[src/rtl/core/esw_pkg.sv]
package esw_pkg;

	localparam int FRAC_BITS = 8;
	localparam int CRD_W     = 24;
	localparam int DEP_W     = 24;
	localparam int CLR_W     = 8;
	localparam int ROW_W     = 12;
	localparam int COL_W     = 16;
	localparam int HGT_W     = 13;
	localparam int MAX_ROWS  = 4096;
	localparam int RREG_W    = 14;
	localparam int RND_W     = 18;
	localparam int PROD_W    = 2 * CRD_W;
	localparam int IN_DATA_W  = 6 * CRD_W + 3 * CLR_W;
	localparam int OUT_DATA_W = 80;
	localparam int HALF_LSB  = (2 ** FRAC_BITS) / 2;

	typedef enum logic [2:0] {
		PH_IDLE,
		PH_HFIRST,
		PH_HSECOND,
		PH_START,
		PH_INNER,
		PH_END
	} phase_t;

	typedef enum logic [2:0] {
		BS_FETCH,
		BS_MUL,
		BS_LAUNCH,
		BS_DIV,
		BS_EMIT
	} bstate_t;

	typedef struct packed {
		logic                    is_load;
		logic signed [CRD_W-1:0] ax;
		logic signed [CRD_W-1:0] ay;
		logic        [DEP_W-1:0] az;
		logic signed [CRD_W-1:0] bx;
		logic signed [CRD_W-1:0] by;
		logic        [DEP_W-1:0] bz;
		logic        [CLR_W-1:0] red;
		logic        [CLR_W-1:0] green;
		logic        [CLR_W-1:0] blue;
	} item_t;

	typedef struct packed {
		logic        [CLR_W-1:0] blue;
		logic        [CLR_W-1:0] green;
		logic        [CLR_W-1:0] red;
		logic        [DEP_W-1:0] depth;
		logic signed [COL_W-1:0] column;
		logic        [ROW_W-1:0] row;
		logic                    last;
	} point_t;

	// truncate toward zero, then saturate to the column range
	function automatic logic signed [COL_W-1:0] col_of(input logic signed [CRD_W+1:0] x);
		logic signed [CRD_W+1:0] tq;
		logic signed [CRD_W+1:0] mag;
		mag = (x < 0) ? -x : x;
		mag = mag >>> FRAC_BITS;
		tq  = (x < 0) ? -mag : mag;
		if (tq > (CRD_W+2)'(32767))
			return COL_W'(32767);
		else if (tq < -(CRD_W+2)'(32768))
			return -COL_W'(32768);
		else
			return tq[COL_W-1:0];
	endfunction

	// round half away from zero to an integer row
	function automatic logic signed [RND_W-1:0] round_row(input logic signed [CRD_W-1:0] y);
		logic signed [CRD_W+1:0] mag;
		mag = (y < 0) ? -(CRD_W+2)'(y) : (CRD_W+2)'(y);
		mag = (mag + (CRD_W+2)'(HALF_LSB)) >>> FRAC_BITS;
		return (y < 0) ? -mag[RND_W-1:0] : mag[RND_W-1:0];
	endfunction

endpackage

[src/rtl/core/esw_front.sv]
module esw_front (
	input  logic                          clk,
	input  logic                          arst_n,
	input  logic                          s_tvalid,
	output logic                          s_tready,
	// first_x, first_y, first_depth, second_x, second_y, second_depth, red, green, blue
	input  logic [esw_pkg::IN_DATA_W-1:0] s_tdata,
	// opcode
	input  logic                          s_tuser,
	input  logic                          pop,
	output logic                          head_valid,
	output esw_pkg::item_t                head
);
	import esw_pkg::*;

	item_t       mem_q [2];
	logic        wr_ptr_q;
	logic        rd_ptr_q;
	logic [1:0]  cnt_q;
	item_t       in_item;
	logic        push;

	always_comb begin
		in_item.is_load = !s_tuser;
		{in_item.blue, in_item.green, in_item.red, in_item.bz, in_item.by, in_item.bx,
		 in_item.az, in_item.ay, in_item.ax} = s_tdata;
	end

	assign s_tready   = (cnt_q != 2'd2);
	assign push       = s_tvalid && s_tready;
	assign head_valid = (cnt_q != 2'd0);
	assign head       = mem_q[rd_ptr_q];

	always_ff @(posedge clk) begin
		if (push)
			mem_q[wr_ptr_q] <= in_item;
	end

	always_ff @(posedge clk or negedge arst_n) begin
		if (!arst_n) begin
			wr_ptr_q <= 1'b0;
			rd_ptr_q <= 1'b0;
			cnt_q    <= 2'd0;
		end else begin
			if (push)
				wr_ptr_q <= !wr_ptr_q;
			if (pop)
				rd_ptr_q <= !rd_ptr_q;
			cnt_q <= cnt_q + 2'(push) - 2'(pop);
		end
	end

endmodule

[src/rtl/core/esw_div.sv]
module esw_div (
	input  logic                       clk,
	input  logic                       arst_n,
	input  logic                       start,
	input  logic [esw_pkg::CRD_W-1:0]  divisor,
	input  logic [esw_pkg::PROD_W-1:0] num_x,
	input  logic [esw_pkg::PROD_W-1:0] num_z,
	output logic                       done,
	output logic [esw_pkg::CRD_W-1:0]  quo_x,
	output logic [esw_pkg::CRD_W-1:0]  quo_z
);
	import esw_pkg::*;

	localparam int STEPS = CRD_W;
	localparam int CNT_W = $clog2(STEPS);

	logic             busy_q;
	logic             done_q;
	logic [CNT_W-1:0] cnt_q;
	logic [CRD_W-1:0] dvs_q;
	logic [CRD_W-1:0] rx_q, lx_q, rz_q, lz_q;
	logic [CRD_W-1:0] rx_n, lx_n, rz_n, lz_n;

	// one restoring step: shift in the next dividend bit, subtract if it fits
	function automatic logic [2*CRD_W-1:0] div_step(input logic [CRD_W-1:0] rem,
			input logic [CRD_W-1:0] low, input logic [CRD_W-1:0] d);
		logic [CRD_W:0] r2;
		logic           ge;
		r2 = {rem, low[CRD_W-1]};
		ge = (r2 >= {1'b0, d});
		if (ge)
			r2 = r2 - {1'b0, d};
		return {r2[CRD_W-1:0], low[CRD_W-2:0], ge};
	endfunction

	always_comb begin
		{rx_n, lx_n} = div_step(rx_q, lx_q, dvs_q);
		{rz_n, lz_n} = div_step(rz_q, lz_q, dvs_q);
	end

	always_ff @(posedge clk) begin
		if (start) begin
			dvs_q <= divisor;
			rx_q  <= num_x[PROD_W-1:CRD_W];
			lx_q  <= num_x[CRD_W-1:0];
			rz_q  <= num_z[PROD_W-1:CRD_W];
			lz_q  <= num_z[CRD_W-1:0];
		end else if (busy_q) begin
			rx_q <= rx_n;
			lx_q <= lx_n;
			rz_q <= rz_n;
			lz_q <= lz_n;
		end
	end

	always_ff @(posedge clk or negedge arst_n) begin
		if (!arst_n) begin
			busy_q <= 1'b0;
			done_q <= 1'b0;
			cnt_q  <= '0;
		end else begin
			done_q <= 1'b0;
			if (start) begin
				busy_q <= 1'b1;
				cnt_q  <= '0;
			end else if (busy_q) begin
				cnt_q <= cnt_q + 1'b1;
				if (cnt_q == CNT_W'(STEPS - 1)) begin
					busy_q <= 1'b0;
					done_q <= 1'b1;
				end
			end
		end
	end

	assign done  = done_q;
	assign quo_x = lx_q;
	assign quo_z = lz_q;

endmodule

[src/rtl/core/esw_back.sv]
module esw_back (
	input  logic                           clk,
	input  logic                           arst_n,
	input  logic                           head_valid,
	input  esw_pkg::item_t                 head,
	output logic                           pop,
	input  logic [esw_pkg::HGT_W-1:0]      height,
	output logic                           m_tvalid,
	input  logic                           m_tready,
	// row, column, depth, out_red, out_green, out_blue, zero fill
	output logic [esw_pkg::OUT_DATA_W-1:0] m_tdata,
	// last_point
	output logic                           m_tlast
);
	import esw_pkg::*;

	bstate_t st_q, st_n;
	phase_t  phase_q;

	logic signed [CRD_W-1:0]  sx_q, sy_q, ex_q, ey_q;
	logic        [DEP_W-1:0]  sz_q, ez_q;
	logic        [CLR_W-1:0]  red_q, green_q, blue_q;
	logic signed [RREG_W-1:0] cur_q, fin_q;
	logic        [CRD_W-1:0]  t_q;
	logic        [PROD_W-1:0] px_s1, pz_s1;
	logic                     nx_s1, nz_s1, dzero_s1;
	logic                     out_valid_q;
	point_t                   out_q;

	logic slot_free;
	logic do_load, do_simple, grab_t, div_start, do_inner;

	// load classification
	logic [HGT_W-1:0]        h_eff;
	logic signed [RND_W-1:0] hs, s_row, e_row, h_row, fin_min;
	logic                    horiz, swap;
	logic signed [CRD_W-1:0] lsx, lsy, lex, ley;
	logic [DEP_W-1:0]        lsz, lez;
	phase_t                  ld_phase;
	logic signed [RND_W-1:0] ld_cur, ld_fin;

	always_comb begin
		h_eff   = (height > HGT_W'(MAX_ROWS)) ? HGT_W'(MAX_ROWS) : height;
		hs      = RND_W'({1'b0, h_eff});
		horiz   = (head.ay == head.by) && (head.ax != head.bx);
		swap    = head.ay > head.by;
		lsx     = swap ? head.bx : head.ax;
		lsy     = swap ? head.by : head.ay;
		lsz     = swap ? head.bz : head.az;
		lex     = swap ? head.ax : head.bx;
		ley     = swap ? head.ay : head.by;
		lez     = swap ? head.az : head.bz;
		s_row   = round_row(lsy);
		e_row   = round_row(ley);
		h_row   = RND_W'(head.ay >>> FRAC_BITS);
		fin_min = (e_row < hs - RND_W'(1)) ? e_row : hs - RND_W'(1);
		ld_cur  = RND_W'(cur_q);
		ld_fin  = fin_min;
		ld_phase = PH_IDLE;
		if (horiz) begin
			ld_fin = h_row;
			if (head.ay >= 0 && h_row < hs)
				ld_phase = PH_HFIRST;
		end else if (s_row >= hs) begin
			ld_phase = PH_IDLE;
		end else if (s_row >= 0) begin
			ld_cur   = s_row + RND_W'(1);
			ld_phase = PH_START;
		end else begin
			ld_cur = '0;
			if (e_row < 0)
				ld_phase = PH_IDLE;
			else if (fin_min <= 0)
				ld_phase = PH_END;
			else
				ld_phase = PH_INNER;
		end
	end

	// divider operands
	logic signed [CRD_W:0]   dx, dz, dy;
	logic        [CRD_W-1:0] dx_mag, dz_mag;
	logic signed [CRD_W+2:0] t_full;
	logic                    div_done;
	logic [CRD_W-1:0]        qx, qz;

	always_comb begin
		dx     = (CRD_W+1)'(ex_q) - (CRD_W+1)'(sx_q);
		dz     = (CRD_W+1)'({1'b0, ez_q}) - (CRD_W+1)'({1'b0, sz_q});
		dy     = (CRD_W+1)'(ey_q) - (CRD_W+1)'(sy_q);
		dx_mag = (dx < 0) ? CRD_W'(-dx) : CRD_W'(dx);
		dz_mag = (dz < 0) ? CRD_W'(-dz) : CRD_W'(dz);
		t_full = ((CRD_W+3)'(cur_q) <<< FRAC_BITS) - (CRD_W+3)'(sy_q);
	end

	esw_div u_div (
		.clk     (clk),
		.arst_n  (arst_n),
		.start   (div_start),
		.divisor (dy[CRD_W-1:0]),
		.num_x   (px_s1),
		.num_z   (pz_s1),
		.done    (div_done),
		.quo_x   (qx),
		.quo_z   (qz)
	);

	// point values
	logic signed [CRD_W+1:0] qxs, qzs, x_in, z_in;
	logic [DEP_W-1:0]        z_clamp;
	logic signed [RREG_W-1:0] cur_inc;
	point_t                  pt_simple, pt_inner;
	phase_t                  ph_simple;

	always_comb begin
		qxs = dzero_s1 ? '0 : (nx_s1 ? -(CRD_W+2)'(qx) : (CRD_W+2)'(qx));
		qzs = dzero_s1 ? '0 : (nz_s1 ? -(CRD_W+2)'(qz) : (CRD_W+2)'(qz));
		x_in = (CRD_W+2)'(sx_q) + qxs;
		z_in = (CRD_W+2)'({1'b0, sz_q}) + qzs;
		if (z_in < 0)
			z_clamp = '0;
		else if (z_in > (CRD_W+2)'({DEP_W{1'b1}}))
			z_clamp = '1;
		else
			z_clamp = z_in[DEP_W-1:0];
		cur_inc = cur_q + 1'b1;

		pt_inner.blue   = blue_q;
		pt_inner.green  = green_q;
		pt_inner.red    = red_q;
		pt_inner.depth  = z_clamp;
		pt_inner.column = col_of(x_in);
		pt_inner.row    = cur_q[ROW_W-1:0];
		pt_inner.last   = 1'b0;

		pt_simple.blue  = blue_q;
		pt_simple.green = green_q;
		pt_simple.red   = red_q;
		pt_simple.row   = fin_q[ROW_W-1:0];
		pt_simple.column = col_of((CRD_W+2)'(sx_q));
		pt_simple.depth = sz_q;
		pt_simple.last  = 1'b0;
		ph_simple       = PH_IDLE;
		unique case (phase_q)
			PH_HFIRST: begin
				ph_simple = PH_HSECOND;
			end
			PH_HSECOND, PH_END: begin
				pt_simple.column = col_of((CRD_W+2)'(ex_q));
				pt_simple.depth  = ez_q;
				pt_simple.last   = 1'b1;
				ph_simple        = PH_IDLE;
			end
			PH_START: begin
				pt_simple.row = (sy_q < 0) ? '0 : sy_q[FRAC_BITS +: ROW_W];
				ph_simple     = (cur_q < fin_q) ? PH_INNER : PH_END;
			end
			default: begin
				ph_simple = phase_q;
			end
		endcase
	end

	assign slot_free = !out_valid_q || m_tready;

	// next state
	always_comb begin
		st_n = st_q;
		unique case (st_q)
			BS_FETCH: begin
				if (head_valid && !head.is_load && phase_q == PH_INNER)
					st_n = BS_MUL;
			end
			BS_MUL:    st_n = BS_LAUNCH;
			BS_LAUNCH: st_n = BS_DIV;
			BS_DIV: begin
				if (div_done)
					st_n = BS_EMIT;
			end
			BS_EMIT: begin
				if (slot_free)
					st_n = BS_FETCH;
			end
			default:   st_n = BS_FETCH;
		endcase
	end

	// control outputs
	always_comb begin
		pop       = 1'b0;
		do_load   = 1'b0;
		do_simple = 1'b0;
		grab_t    = 1'b0;
		div_start = 1'b0;
		do_inner  = 1'b0;
		unique case (st_q)
			BS_FETCH: begin
				if (head_valid) begin
					priority if (head.is_load) begin
						do_load = 1'b1;
						pop     = 1'b1;
					end else if (phase_q == PH_IDLE) begin
						pop = 1'b1;
					end else if (phase_q == PH_INNER) begin
						grab_t = 1'b1;
					end else if (slot_free) begin
						do_simple = 1'b1;
						pop       = 1'b1;
					end
				end
			end
			BS_LAUNCH: div_start = 1'b1;
			BS_EMIT: begin
				if (slot_free) begin
					do_inner = 1'b1;
					pop      = 1'b1;
				end
			end
			default: begin
			end
		endcase
	end

	always_ff @(posedge clk) begin
		if (do_load) begin
			sx_q    <= lsx;
			sy_q    <= lsy;
			sz_q    <= lsz;
			ex_q    <= lex;
			ey_q    <= ley;
			ez_q    <= lez;
			red_q   <= head.red;
			green_q <= head.green;
			blue_q  <= head.blue;
		end
		if (grab_t)
			t_q <= t_full[CRD_W-1:0];
		if (st_q == BS_MUL) begin
			px_s1    <= dx_mag * t_q;
			pz_s1    <= dz_mag * t_q;
			nx_s1    <= dx < 0;
			nz_s1    <= dz < 0;
			dzero_s1 <= (dy == 0);
		end
		if (do_simple)
			out_q <= pt_simple;
		else if (do_inner)
			out_q <= pt_inner;
	end

	always_ff @(posedge clk or negedge arst_n) begin
		if (!arst_n) begin
			st_q        <= BS_FETCH;
			phase_q     <= PH_IDLE;
			cur_q       <= '0;
			fin_q       <= '0;
			out_valid_q <= 1'b0;
		end else begin
			st_q <= st_n;
			if (do_load) begin
				phase_q <= ld_phase;
				cur_q   <= RREG_W'(ld_cur);
				fin_q   <= RREG_W'(ld_fin);
			end else if (do_simple) begin
				phase_q <= ph_simple;
			end else if (do_inner) begin
				cur_q   <= cur_inc;
				phase_q <= (cur_inc >= fin_q) ? PH_END : PH_INNER;
			end
			if (do_simple || do_inner)
				out_valid_q <= 1'b1;
			else if (m_tready)
				out_valid_q <= 1'b0;
		end
	end

	assign m_tvalid = out_valid_q;
	assign m_tlast  = out_q.last;
	assign m_tdata  = OUT_DATA_W'({out_q.blue, out_q.green, out_q.red, out_q.depth,
		out_q.column, out_q.row});

`ifndef SYNTHESIS
	a_done_in_div: assert property (@(posedge clk) disable iff (!arst_n)
		div_done |-> st_q == BS_DIV)
		else $error("divider finished outside the wait state");
	a_pop_needs_head: assert property (@(posedge clk) disable iff (!arst_n)
		pop |-> head_valid)
		else $error("queue popped while empty");
	a_emit_inner: assert property (@(posedge clk) disable iff (!arst_n)
		st_q == BS_EMIT |-> phase_q == PH_INNER)
		else $error("inner point finished outside the inner phase");
`endif

endmodule

[src/rtl/core/edge_scanline_walker_top.sv]
// Load item: no result; taken from the input queue once it reaches the head.
// Start, end and horizontal points: registered, one item per cycle unless m_tready stalls.
// Inner points: multiply, shared 24-step radix-2 divider, emit; one at a time.
// Input queue holds two items, so the input side accepts until it is full while a result waits.
// Asynchronous active-low reset clears the queue, the walk (no edge loaded) and
// sets screen_height to 480.
module edge_scanline_walker_top (
	input  logic                           clk,
	input  logic                           arst_n,
	input  logic                           s_tvalid,
	output logic                           s_tready,
	// first_x, first_y, first_depth, second_x, second_y, second_depth, red, green, blue
	input  logic [esw_pkg::IN_DATA_W-1:0]  s_tdata,
	// opcode
	input  logic                           s_tuser,
	output logic                           m_tvalid,
	input  logic                           m_tready,
	// row, column, depth, out_red, out_green, out_blue, zero fill
	output logic [esw_pkg::OUT_DATA_W-1:0] m_tdata,
	// last_point
	output logic                           m_tlast,
	input  logic                           psel,
	input  logic                           penable,
	input  logic                           pwrite,
	input  logic [1:0]                     paddr,
	input  logic [31:0]                    pwdata,
	output logic [31:0]                    prdata,
	output logic                           pready
);
	import esw_pkg::*;

	logic [HGT_W-1:0] height_q;
	logic             head_valid;
	logic             pop;
	item_t            head;

	assign pready = 1'b1;
	assign prdata = 32'({paddr[1:0] & 2'b00, height_q});

	always_ff @(posedge clk or negedge arst_n) begin
		if (!arst_n) begin
			height_q <= HGT_W'(480);
		end else if (psel && penable && pwrite && pready) begin
			height_q <= pwdata[HGT_W-1:0];
		end
	end

	esw_front u_front (
		.clk        (clk),
		.arst_n     (arst_n),
		.s_tvalid   (s_tvalid),
		.s_tready   (s_tready),
		.s_tdata    (s_tdata),
		.s_tuser    (s_tuser),
		.pop        (pop),
		.head_valid (head_valid),
		.head       (head)
	);

	esw_back u_back (
		.clk        (clk),
		.arst_n     (arst_n),
		.head_valid (head_valid),
		.head       (head),
		.pop        (pop),
		.height     (height_q),
		.m_tvalid   (m_tvalid),
		.m_tready   (m_tready),
		.m_tdata    (m_tdata),
		.m_tlast    (m_tlast)
	);

endmodule
[config.mk]
export PLATFORM = sky130hd
export DESIGN_NAME = edge_scanline_walker_top
export DESIGN_NICKNAME = d
export VERILOG_FILES = /design/src/rtl/core/esw_pkg.sv /design/src/rtl/core/esw_front.sv /design/src/rtl/core/esw_div.sv /design/src/rtl/core/esw_back.sv /design/src/rtl/core/edge_scanline_walker_top.sv
export SDC_FILE = /design/constraint.sdc
export NUM_CORES = 2
export LEC_CHECK = 0
export BUFFER_PORTS_ARGS = -buffer_cell sky130_fd_sc_hd__buf_2
export CORE_UTILIZATION = 59
export CTS_CLUSTER_SIZE = 40
export DETAILED_ROUTE_END_ITERATION = 16
export PLACE_DENSITY = 0.78
export SLEW_MARGIN = 10
export SYNTH_ARGS = -nofsm -noshare
export SYNTH_HDL_FRONTEND = slang
export SYNTH_HIERARCHICAL = 1
export SYNTH_SLANG_ARGS = --single-unit
[constraint.sdc]
create_clock -name clk -period 11.1 [get_ports clk]
set_clock_uncertainty 0.2 [all_clocks]
set_input_delay 0.555 -clock clk [delete_from_list [all_inputs] [get_ports clk]]
set_output_delay 0.555 -clock clk [all_outputs]
set_load 0.02 [all_outputs]
==> results_dict.tcl <==
set metrics [dict create \
    globalplace.congestion 0.964 \
    dpl.cell_count 11700 \
    violations "negative setup slack" \
    reg2reg_setup_slack_ns -0.59 \
    powerDensity_nw_per_um2 286 \
    crit_slowest_cell "fa_1" \
    fin_util_pct 70.0 \
    routedWlPerCell_um 22.4 \
    final.min_clock_period_ns 11.69 \
    tightestPinTransition_ns 1.35 \
    dieWidth_um 396 \
    max_stage_delay_ns 0.55 \
    synth-edff-count 826 \
    final_min_period_over_clock_period_pct 105 \
    top_level_ports 326 \
    total_leakage_power_nw 47.8 \
    finalHoldViolCount 0 \
    avgViaCountPerCell 6.06 \
    report.final.slew_viol_count 0 \
    clock_tree.buffer_depth 3 \
    cts_num_sinks 885 \
    clkLatencyLatePin_ns 0.74 \
    critical_path_at_ns 11.98 \
    synth_largest_area_cell "edfxtp_1" \
    routed-via-count 74400 \
    dominant_cell_by_count_in_the_synthesized_netlist "nand2_1" \
    slew_headroom_pct 9.71 \
    worst-path-max-fanout 5 \
    post_synthesis_cell_area_um2 91400 \
    avgSynthCellArea_um2 9.81 \
    layout.cells.non_filler 12300 \
    port-buffer-count 280 \
    worst_setup_hold_path_clk_slew_ns 0.07 \
    global_route_wire_length_before_repair_um 426000 \
    run_status "finished, violations left" \
    achievable-frequency_mhz 85.5 \
    maxCapViolations 0 \
    hp-start "s_tvalid" \
    netlist_top_cells_area "edfxtp_1 (27%), fa_1 (21%), ha_1 (8.8%)" \
    rr_endpoint "u_back/pz_s1[45]$_DFFE_PP_" \
    setup-tns-final_ns -6.59 \
    ys_seq_elements 885 \
    maximum_number_of_pins_on_one_net_before_global_route_repair 170 \
    rsz0062_at_grt "true" \
    ys_types 116 \
    drt_first_pass_iters 6 \
    h-tree-depth 3 \
    wl_um 275000 \
    startpoint_type "flop" \
    root_buffer "clkbuf_16" \
    syn_inst 9317 \
    die_height_um 396 \
    whs_endpoint "u_front/wr_ptr_q$_DFFE_PN0P_" \
    finalSetupViolations 22 \
    antenna_found_initial 13 \
    number_of_global_route_vias_before_repair 76800 \
    ys_top_cells_by_count "nand2_1 (1,349), inv_1 (1,257), fa_1 (971), edfxtp_1 (826), ha_1 (643)" \
    reg2regPathDepth 56 \
    area_growth_from_synthesis_to_final_layout_pct 17.8 \
    synth_async_sr_flop_share_pct 6.67 \
    final_antenna_net_count 0 \
    synth_flop_cell "edfxtp_1" \
    path_common_cell "fa_1" \
    first_iter_violations 8193 \
    die_area_um2 156000 \
    design.core.area_um2 154000 \
    hp-class "input pin to flop" \
    groute.usage.overall_pct 34.6 \
    tritoncts_clock_tree "built" \
    synthDominantCellAreaShare_pct 27.1 \
    place_worst_setup_slack_ns -0.917 \
    start_util_pct 59.4 \
    dpl.hpwl_um 192000 \
    floorplan.rows 144 \
    power.ir.vdd_worst_v 0.000330 \
    cts_made_buffers 93 \
    fraction_of_layout_cells_with_a_size_suffix_above_1_pct 18.3 \
    ys_warn_count 6 \
    launch_instance_of_the_worst_register_to_register_path "u_back/ez_q[0]$_DFFE_PP_" \
    globalRouteOverflowTotal 0 \
    data_required_time_at_the_worst_endpoint_ns 11.38 \
    whs_path_depth 3 \
    final.setup.worst_slack_ns -0.595 \
    critical_path.endpoint_type "flop" \
    final_nets 12000 \
    seq_total_area_yosys_pct 28.8 \
    route.detailed.drc 0 \
    critical_path_class "flop to flop" \
]
## cell families (layout without fill, tap and decap cells)
family | after synthesis | count (layout) | synth area share (%)
AO/OA/AOI/OAI | 1269 | 1269 | 9.21
other | 3 | 31 | 0.0123
AND/OR/NAND/NOR | 3034 | 3034 | 15.6
multiplexers | 308 | 308 | 4.17
flip-flops | 885 | 885 | 28.8
buffers and inverters | 1700 | 2593 | 7.30
adder cells (fa/ha/maj) | 1614 | 1614 | 30.1
XOR/XNOR | 504 | 507 | 4.83
## stage by stage
step	power, mW	hold slack [ns]	cell area [µm²]
6_report	30.8	0.0780	108000
5_1_grt	32.7	0.0652	108000
4_1_cts	29.3	0.0229	106000
3_5_place_dp	24.7	0.205	98000
3_3_place_gp	24.3	0.203	98000
2_1_floorplan	19.2	0.0594	91700
## cells in the final DEF, fill, tap and decap left out, types with 280 or more instances in the layout
cell      count
inv_1      1211
nand2_1    1306
nor2_1      446
ha_1        602
xnor2_1     305
buf_2       280
and2_1      406
buf_4       567
edfxtp_1    826
fa_1        936
a21oi_1     286
## worst max path at each step
stage,start,endpoint,slack [ns],depth (start not counted)
2_1_floorplan,u_back/ex_q[0]$_DFFE_PP_,u_back/px_s1[45]$_DFFE_PP_,-0.01,48
3_3_place_gp,u_back/ez_q[0]$_DFFE_PP_,u_back/pz_s1[47]$_DFFE_PP_,-0.66,48
3_5_place_dp,u_back/ex_q[0]$_DFFE_PP_,u_back/px_s1[45]$_DFFE_PP_,-0.92,47
4_1_cts,u_back/ez_q[0]$_DFFE_PP_,u_back/pz_s1[47]$_DFFE_PP_,-0.60,53
5_1_grt,u_back/ez_q[0]$_DFFE_PP_,u_back/pz_s1[47]$_DFFE_PP_,-1.13,55
6_report,u_back/ez_q[0]$_DFFE_PP_,u_back/pz_s1[45]$_DFFE_PP_,-0.59,56
## critical path, delay by kind of cell, from the launching register on
family,cells,cell delay (ns)
and+or+nand+nor,8,1.11
DFF,1,0.41
xor gates and xnor gates,2,0.36
buffers and inverters,13,1.43
adders and majority gates,10,3.90
AOI/OAI and AO/OA,23,3.97
## cell type report
type	instances	area, µm²
repair buffers	1163	9530
well taps	2044	2560
flip-flops and latches	885	26300
inverters	1262	4740
clock inverters	65	996
diodes	7	17.5
multi-input cells	6756	61100
clock buffers	103	2380
fillers	10600	46200
## power by group
group,internal (mW),switching (mW)
sequential,5.15,0.469
combinational,8.90,12.8
clock,2.02,1.48
## state kept, by name, indices dropped and copies added (netlist names), 13 cells and up
| name | flops |
|---|---|
| u_front/mem_q | 338 |
| u_back/m_tdata | 76 |
| u_back/px_s1 | 48 |
| u_back/pz_s1 | 48 |
| u_back/ex_q | 24 |
| u_back/ey_q | 24 |
| u_back/ez_q | 24 |
| u_back/sx_q | 24 |
| u_back/sy_q | 24 |
| u_back/sz_q | 24 |
| u_back/t_q | 24 |
| u_back/u_div/dvs_q | 24 |
| u_back/u_div/quo_x | 24 |
| u_back/u_div/quo_z | 24 |
| u_back/u_div/rx_q | 24 |
| u_back/u_div/rz_q | 24 |
| u_back/cur_q | 14 |
| u_back/fin_q | 14 |
| height_q | 13 |
## timing repair
item,in CTS,in global routing
pin swaps,201,328
hold endpoints to repair,408,0
gates cloned,8,4
gates resized for setup,265,280
buffers inserted,134,102
setup endpoints to repair,32,48
hold buffers,184,0
## per-layer routing
| layer | share of wire [%] | vias up | GRT usage, % |
|---|---|---|---|
| met1 | 39 | 36800 | 45.9 |
| met4 | 4.5 | 6 | 13.9 |
| li1 | - | 32600 | - |
| met2 | 47 | 4101 | 56.1 |
| met3 | 9.9 | 836 | 6.36 |
| met5 | 0.014 | - | 0 |
(Power assumes the default switching activity.)
